<file path="config.mk">
export PLATFORM = sky130hd
export DESIGN_NAME = psls_ctrl
export DESIGN_NICKNAME = d
export VERILOG_FILES = /design/src/rtl/core/psls_pkg.sv /design/src/rtl/core/psls_ctrl.sv
export SDC_FILE = /design/constraint.sdc
export NUM_CORES = 1
export LEC_CHECK = 0
export BUFFER_PORTS_ARGS = -buffer_cell sky130_fd_sc_hd__buf_2
export CAP_MARGIN = 20
export CORE_AREA = 4 4 41 43
export DETAILED_ROUTE_END_ITERATION = 8
export DIE_AREA = 0 0 45 47
export MAX_ROUTING_LAYER = met4
export PLACE_DENSITY = 0.82
export SLEW_MARGIN = 0
export SYNTH_ARGS = -nofsm -noshare
export SYNTH_HDL_FRONTEND = slang
export SYNTH_SLANG_ARGS = --single-unit
</file>
<file path="constraint.sdc">
create_clock -name clk_i -period 4.56 [get_ports clk_i]
set_input_delay 0.228 -clock clk_i [delete_from_list [all_inputs] [get_ports clk_i]]
set_output_delay 0.228 -clock clk_i [all_outputs]
set_load 0.01 [all_outputs]
</file>
<file path="src/rtl/core/psls_pkg.sv">
// Shared types, command codes and defaults for the per-source latency statistics block.
package psls_pkg;

  localparam int unsigned SOURCES_DEF = 16;
  localparam int unsigned DEVICES_DEF = 16;

  // Input command codes
  typedef enum logic [2:0] {
    CMD_MADE       = 3'd0,
    CMD_RECEIVED   = 3'd1,
    CMD_SERVED     = 3'd2,
    CMD_FAILED     = 3'd3,
    CMD_SRC_REPORT = 3'd4,
    CMD_DEV_REPORT = 3'd5,
    CMD_RSVD6      = 3'd6,
    CMD_RSVD7      = 3'd7
  } cmd_e;

  // Division job selects
  typedef enum logic [2:0] {
    DIV_RATIO = 3'd0,
    DIV_INSYS = 3'd1,
    DIV_WAIT  = 3'd2,
    DIV_SERV  = 3'd3,
    DIV_WSQ   = 3'd4,
    DIV_SSQ   = 3'd5,
    DIV_UTIL  = 3'd6,
    DIV_NONE  = 3'd7
  } div_sel_e;

  typedef enum logic [3:0] {
    ST_IDLE,
    ST_READ,
    ST_MUL,
    ST_WRITE,
    ST_DIV_GO,
    ST_DIV_WAIT,
    ST_VMUL,
    ST_VSUB,
    ST_LOAD,
    ST_OUT
  } state_e;

  // One source entry
  typedef struct packed {
    logic [31:0] gen;
    logic [31:0] fail;
    logic [31:0] srv;
    logic [63:0] insys;
    logic [63:0] wsum;
    logic [63:0] wsq;
    logic [63:0] ssum;
    logic [63:0] ssq;
  } src_row_t;

  // Controller to datapath
  typedef struct packed {
    logic     load_in;
    logic     rd_en;
    logic     mul_en;
    logic     mul_var;
    logic     wr_en;
    logic     div_start;
    logic     div_store;
    div_sel_e div_sel;
    logic     var_sel;
    logic     var_store;
    logic     out_load;
  } dp_cmd_t;

  // Datapath to controller
  typedef struct packed {
    cmd_e cmd;
    logic div_done;
  } dp_stat_t;

endpackage

</file>
<file path="src/rtl/core/psls_ctrl.sv">
// Controller: sequences read, square, write-back, divisions and result handoff.
module psls_ctrl import psls_pkg::*; (
  input  logic     clk_i,
  input  logic     rst_ni,
  input  logic     in_valid_i,
  output logic     in_stall_o,
  output logic     out_valid_o,
  input  logic     out_stall_i,
  input  dp_stat_t stat_i,
  output dp_cmd_t  cmd_o
);

  state_e   state_q, state_d;
  div_sel_e sel_q, sel_d;
  logic     var_q, var_d;

  always_ff @(posedge clk_i or negedge rst_ni) begin
    if (!rst_ni) begin
      state_q <= ST_IDLE;
      sel_q   <= DIV_RATIO;
      var_q   <= 1'b0;
    end else begin
      state_q <= state_d;
      sel_q   <= sel_d;
      var_q   <= var_d;
    end
  end

  // next state and datapath commands
  always_comb begin
    state_d     = state_q;
    sel_d       = sel_q;
    var_d       = var_q;
    cmd_o       = '0;
    cmd_o.div_sel = sel_q;
    cmd_o.var_sel = var_q;
    in_stall_o  = 1'b1;
    out_valid_o = 1'b0;
    case (state_q)
      ST_IDLE: begin
        in_stall_o = 1'b0;
        if (in_valid_i) begin
          cmd_o.load_in = 1'b1;
          state_d = ST_READ;
        end
      end
      ST_READ: begin
        cmd_o.rd_en = 1'b1;
        state_d = ST_MUL;
      end
      ST_MUL: begin
        cmd_o.mul_en = 1'b1;
        case (stat_i.cmd)
          CMD_MADE, CMD_RECEIVED, CMD_SERVED, CMD_FAILED: state_d = ST_WRITE;
          CMD_SRC_REPORT: begin
            sel_d   = DIV_RATIO;
            state_d = ST_DIV_GO;
          end
          CMD_DEV_REPORT: begin
            sel_d   = DIV_UTIL;
            state_d = ST_DIV_GO;
          end
          default: state_d = ST_IDLE;
        endcase
      end
      ST_WRITE: begin
        cmd_o.wr_en = 1'b1;
        state_d = ST_IDLE;
      end
      ST_DIV_GO: begin
        cmd_o.div_start = 1'b1;
        state_d = ST_DIV_WAIT;
      end
      ST_DIV_WAIT: begin
        if (stat_i.div_done) begin
          cmd_o.div_store = 1'b1;
          if (sel_q == DIV_UTIL) begin
            state_d = ST_LOAD;
          end else if (sel_q == DIV_SSQ) begin
            var_d   = 1'b0;
            state_d = ST_VMUL;
          end else begin
            sel_d   = div_sel_e'(sel_q + 3'd1);
            state_d = ST_DIV_GO;
          end
        end
      end
      ST_VMUL: begin
        cmd_o.mul_en  = 1'b1;
        cmd_o.mul_var = 1'b1;
        state_d = ST_VSUB;
      end
      ST_VSUB: begin
        cmd_o.var_store = 1'b1;
        if (var_q) begin
          state_d = ST_LOAD;
        end else begin
          var_d   = 1'b1;
          state_d = ST_VMUL;
        end
      end
      ST_LOAD: begin
        cmd_o.out_load = 1'b1;
        state_d = ST_OUT;
      end
      ST_OUT: begin
        out_valid_o = 1'b1;
        if (!out_stall_i) state_d = ST_IDLE;
      end
      default: state_d = ST_IDLE;
    endcase
  end

endmodule

</file>
==> qor.csv, run 1 <==
stage,metric,value,unit
hold_path,hold_class,input pin to register,
global_route,overflow,0,
placement,post_dp_cell_area,756,sq um
placement,io_buffers,22,
routing,wire_per_inst,13.0,um
routing,via_per_inst,5.61,
global_route,grt_first_pass_wirelength,2590,um
clock_network,root_buffer,clkbuf_4,
status,status,"finished, final reports clean",
routing,drc_errors,0,
global_route,antenna_found_initial,0,
pwr,p_leak,0.392,nW
timing,slew_violations,0,
timing,hold_violations,0,
placement,gp_congestion,0.812,
routing,ant_nets,0,
global_route,track_usage,17.9,%
logic_synthesis,avgSynthCellArea,7.82,sq um
timing,worstMarginPinSlew,0.377,ns
logic_synthesis,ys_seq_elements,8,
die,fp.dieH,47,um
logic_synthesis,yosys_warnings,0,
clock_network,cts.sinks,8,
layout,post-route-util,60.6,%
die,initial_utilization,50.5,%
timing,setup_tns,0,ns
worst_setup_path,crit_fanout,15,
layout,antenna_cells,0,
logic_synthesis,syn-num-nets,95,
worst_setup_path,crit_path_start_kind,register,
timing,setup_slack,2.84,ns
logic_synthesis,synth_simple_gate_area_share,31.8,%
layout,fin_nets,117,
worst_setup_path,critPathRequiredTime,4.71,ns
timing,layout_min_cycle_time,1.72,ns
run,maxCapViolCount,0,
layout,finalInstanceArea,788,sq um
logic_synthesis,seq_area_frac_synth,30.5,%
layout,seqCellArea,200,sq um
pwr,p_switching,0.208,mW
clock_network,cts.repair.resized,0,
worst_setup_path,cp_data_arrival_time,1.88,ns
placement,dpl_worst_slack,2.84,ns
pwr,seqPwrFrac,36.4,%
worst_setup_path,cp-end-kind,register,
clock_network,holdBufCountCts,1,
clock_network,cts_inserted_buffers,3,
hold_path,holdPathStages,3,
layout,drive_gt1_share,28.8,%
logic_synthesis,synth_mux_area_share,3.24,%
pwr,p_per_area,568,nW/um^2
pwr,power.total,0.448,mW
clock_network,cts_setup_buffers,0,
logic_synthesis,synth_compound_area_share,21.3,%
pwr,swShare,46.5,%
clock_network,cts_tree,built,
routing,drt_iter0_markers,11,
timing,fin_skew,0.00796,ns
die,die-area,2120,sq um
logic_synthesis,netlist_instances,84,
die,ios,23,
routing,drtPass1Iterations,5,
global_route,grt_max_degree,16,
logic_synthesis,synth_top_area_share,30.5,%
timing,slew_headroom,74.9,%
pwr,comb_power_share,51.3,%
worst_setup_path,critical_path_class,register to register,
worst_setup_path,rr_worst_depth,4,
logic_synthesis,synth.largest_area_cell,dfrtp_1,
clock_network,h-tree-depth,1,
layout,fill_cells,128,
layout,multi_input_area,408,sq um
logic_synthesis,netlist_top_cells_area,"dfrtp_1 30%, nand2_1 6.3%, ha_1 5.7%, nand2b_1 4.8%, o21ai_0 4.6%",
pwr,ir_worst_vdd,0.000338,V
logic_synthesis,synth_area,657,sq um
die,core,1300,sq um
logic_synthesis,synth_top_family_by_area,simple AND/OR/NAND/NOR gates,
die,rows,13,
layout,syn2layout_area_growth,20.0,%
timing,fin_crit_sh,37.8,%
pwr,power.internal,0.240,mW
die,die_x,45,um
placement,hpwl,1190,um
clock_network,clk_latency,0.26,ns
logic_synthesis,synth_cell_types,31,
timing,rsz0062_at_grt,no,
clock_network,path_clk_slew,0.06,ns
logic_synthesis,synthAdderAreaFrac,5.71,%
timing,setup_viol,0,
routing,vias,668,
clock_network,cts.path.max_buffers,2,
routing,routed_wl,1550,um
timing,timing.fmax,580,MHz
pwr,pwr-share-clk,12.3,%
logic_synthesis,synth_xor_area_share,0,%
global_route,grt_pass1_vias,611,
final timing paths:
kind	from	to	slack, ns
setup / recovery	state_q[1]	var_q	2.84
setup reg to reg	state_q[1]	var_q	2.84
min in group asynchronous	rst_ni	sel_q[1]	0.36
max in group asynchronous	rst_ni	state_q[3]	4.02
hold / removal	out_stall_i	state_q[3]	0.21
hold reg to reg	var_q	var_q	0.54
worst max-delay path, stage by stage, from the launching register on:
cell	delay, ns
dfrtp_1	0.51
and4bb_2	0.43
and2_4	0.17
or3b_1	0.34
a21o_1	0.18
registers in the layout, indices dropped and copies added (netlist names):
register and count:
state_q 4, var_q 1, sel_q 3
Yosys cell counts, drive strengths merged:
library cell  count
a21boi            2
o32a              1
a21o              2
nor2              7
nor2b             1
nor3              4
or3b              2
clkbuf            4
mux2              1
a32oi             1
inv               5
o21ai             6
nand3b            3
and4bb            1
buf               2
ha                3
o221ai            1
mux2i             1
nand2            11
and2              2
a31o              1
o31ai             1
o211ai            2
a21oi             3
dfrtp             8
and3              1
nand3             2
a31oi             1
nand2b            5
layer usage:
| layer | vias to the layer above | part of all wire, % | GRT usage (%) |
|---|---|---|---|
| li1 | 335 | - | - |
| met1 | 305 | 43 | 21.8 |
| met2 | 23 | 47 | 28.2 |
| met3 | 5 | 7.5 | 2.68 |
| met4 | 0 | 2.0 | 9.94 |
| met5 | - | 0 | - |
area by class of cell:
| class | instances | area share, % |
|---|---|---|
| Tap cell | 15 | 2.38 |
| Multi-Input combinational cell | 65 | 51.7 |
| Timing Repair Buffer | 23 | 15.2 |
| Inverter | 5 | 2.38 |
| Clock buffer | 3 | 2.86 |
| Sequential cell | 8 | 25.4 |
per-stage QoR:
step / cells / hold WS [ns]
final: 119 / 0.211
after global routing: 119 / 0.246
after CTS: 119 / 0.214
after detailed placement: 115 / 0.0793
after global placement: 115 / 0.0755
after floorplan: 84 / -0.0676
kinds of logic (layout without fill, tap and decap cells):
| logic type | count (synthesis) | after routing |
|---|---|---|
| buffers and inverters | 11 | 31 |
| AOI/OAI and AO/OA | 21 | 21 |
| DFF | 8 | 8 |
| adders and majority gates | 3 | 3 |
| muxes | 2 | 2 |
| and+or+nand+nor | 39 | 39 |
power by group through the flow:
stage | Clock [mW] | Combinational, mW | Sequential, mW
2_1_floorplan | 0 | 0.182 | 0.138
4_1_cts | 0.0585 | 0.233 | 0.162
5_1_grt | 0.0619 | 0.262 | 0.173
3_5_place_dp | 0 | 0.230 | 0.163
6_report | 0.0550 | 0.230 | 0.163
3_3_place_gp | 0 | 0.227 | 0.161
cell usage in the layout (no fill, tap or decap), types with 2 or more instances in the layout:
master / netlist / final
o211ai_1: 2 / 2
inv_1: 5 / 5
nor2_1: 7 / 7
dfrtp_1: 8 / 8
nand2b_1: 5 / 5
a21o_1: 2 / 2
nand3_1: 2 / 2
buf_2: 0 / 22
o21ai_0: 6 / 6
clkbuf_4: 0 / 3
a21boi_0: 2 / 2
nand2_1: 11 / 11
ha_1: 3 / 3
a21oi_1: 3 / 3
nor3_1: 4 / 4
nand3b_1: 3 / 3
(Power assumes the default switching activity.)
==> run 2, diff against run 1 <==
- CORE_AREA: 4 4 41 43 -> 4 4 45 47
- DIE_AREA: 0 0 45 47 -> 0 0 49 51
- PLACE_DENSITY: 0.82 -> 0.72
- clock period: 4.56 -> 1.5 ns (I/O delays scaled with it)
==> run 2 against run 1 <==
  * The flow now finishes with violations (setup timing)
  * Critical path type unchanged
  * Highest routed layer unchanged
  * Cell count grew 9.2%
  * Critical endpoint unchanged
  * Critical path depth unchanged
  * Largest cell class unchanged
  * Register-to-register slack lost 2.8 ns
  * Total power rose to 3.4 times the previous value
==> qor.csv, run 2 (synthesized netlist as in run 1, its figures left out) <==
stage,metric,value,unit
clock_network,cts.sinks,8,
layout,drive_gt1_share,37.2,%
clock_network,h-tree-depth,1,
layout,multi_input_area,418,sq um
timing,timing.fmax,666,MHz
timing,fin_crit_sh,100,%
hold_path,hold_class,input pin to register,
worst_setup_path,critPathRequiredTime,1.65,ns
die,die-area,2500,sq um
routing,drtPass1Iterations,4,
worst_setup_path,crit_fanout,4,
layout,antenna_cells,0,
die,ios,23,
die,die_x,49,um
worst_setup_path,worstReg2RegEnd,var_q,
placement,io_buffers,22,
pwr,p_per_area,1730,nW/um^2
worst_setup_path,cp_data_arrival_time,1.65,ns
die,rows,15,
global_route,grt_first_pass_wirelength,2890,um
timing,layout_min_cycle_time,1.50,ns
timing,slew_headroom,83.0,%
routing,routed_wl,1760,um
die,fp.dieH,51,um
routing,drc_errors,0,
layout,largest_reg_flops,4,
timing,whs,0.0703,ns
routing,via_per_inst,5.63,
clock_network,cts.path.max_buffers,2,
worst_setup_path,r2r_slack,-0.002,ns
pwr,p_leak,0.441,nW
clock_network,cts_tree,built,
layout,final_cell_mix,"22 x buf_2, 10 x nand2_1, 9 x buf_4",
routing,vias,732,
layout,top_regs,"state_q (4), sel_q (3), var_q (1)",
layout,seqCellArea,201,sq um
routing,drt_iter0_markers,15,
placement,gp_congestion,0.939,
run,maxCapViolCount,0,
timing,rsz0062_at_grt,yes,
timing,fin_skew,0.00717,ns
timing,hold_violations,0,
clock_network,clk_latency,0.26,ns
global_route,grt_max_degree,15,
routing,wire_per_inst,13.5,um
worst_setup_path,crit_path_start_kind,register,
pwr,power.total,1.50,mW
worst_setup_path,crit-reg2reg-launch,state_q[3],
worst_setup_path,critical_path_class,register to register,
global_route,antenna_found_initial,0,
global_route,overflow,0,
timing,worstMarginPinSlew,0.254,ns
global_route,grt_pass1_vias,658,
layout,top_register,state_q,
status,violations,setup timing,
worst_setup_path,rr_worst_depth,4,
timing,slew_violations,0,
status,status,"complete, but fails checks",
layout,final_common_cell,buf_2,
hold_path,hp-start,out_stall_i,
die,core,1650,sq um
worst_setup_path,cp-end-kind,register,
clock_network,cts_inserted_buffers,3,
clock_network,root_buffer,clkbuf_4,
global_route,track_usage,15.2,%
layout,post-route-util,52.7,%
layout,syn2layout_area_growth,32.4,%
routing,ant_nets,0,
die,initial_utilization,39.8,%
layout,fill_cells,170,
timing,setup_slack,-0.00237,ns
hold_path,holdPathStages,3,
pwr,ir_worst_vdd,0.000820,V
layout,fin_nets,126,
hold_path,hold_end,state_q[3],
timing,setup_viol,1,
placement,hpwl,1350,um
clock_network,path_clk_slew,0.06,ns
## run 2: changes by cell type in the layout (fill, tap and decap cells not counted), sizes merged
cell,previous run,this run
buf,22,31
## run 2: per-stage QoR
| step | instances | setup WS, ns | instance area, sq um | setup TNS (ns) |
|---|---|---|---|---|
| 4_1_cts | 128 | 0.00647 | 843 | 0 |
| 5_1_grt | 130 | -0.0358 | 870 | -0.0710 |
| 3_5_place_dp | 124 | 0.0253 | 811 | 0 |
| 3_3_place_gp | 124 | 0.0595 | 811 | 0 |
| 2_1_floorplan | 84 | -0.0181 | 657 | -0.0181 |
| 6_report | 130 | -0.00237 | 870 | -0.00237 |
## run 2: routing by layer
layer	wire length (um)	global-route usage [%]	vias to the layer above
li1	-	-	355
met1	706	16.0	342
met2	848	26.1	30
met3	158	3.79	5
met4	44	8.07	0
met5	0	-	-
## run 2: worst max-delay path by stage
stage | slack, ns | start | cells past startpoint | to
after floorplan | -0.02 | state_q[1] | 4 | var_q
after global placement | 0.06 | state_q[3] | 4 | state_q[2]
after detailed placement | 0.03 | state_q[3] | 4 | var_q
after CTS | 0.006 | state_q[3] | 4 | var_q
after global routing | -0.04 | state_q[3] | 4 | var_q
final | -0.002 | state_q[3] | 4 | var_q
## run 2: cell type report
class                   instances  area share (%)
inverters                       5            2.16
repair buffers                 32            21.6
multi-input cells              65            48.1
flip-flops and latches          8            23.2
well taps                      17            2.45
clock buffers                   3            2.59
## run 2: what timing repair did
action                                  4_1_cts  5_1_grt
endpoints found under the setup margin        0        7
endpoints found under the hold margin         8        0
resized for setup                             0        5
setup buffers                                 0        2
hold buffers                                  1        0
## run 2: where the power goes
group | leakage (nW) | total (mW) | internal, mW | switching [mW]
logic | 0.327 | 0.924 | 0.426 | 0.498
clock network | 0.0138 | 0.166 | 0.0916 | 0.0746
registers | 0.100 | 0.411 | 0.313 | 0.0987
total | 0.441 | 1.50 | 0.830 | 0.672
## run 2: worst max-delay path, stage by stage, from the launching register on
cell,delay (ns)
dfrtp_1,0.41
and4bb_2,0.33
and2_4,0.15
or3b_1,0.34
a21o_1,0.17
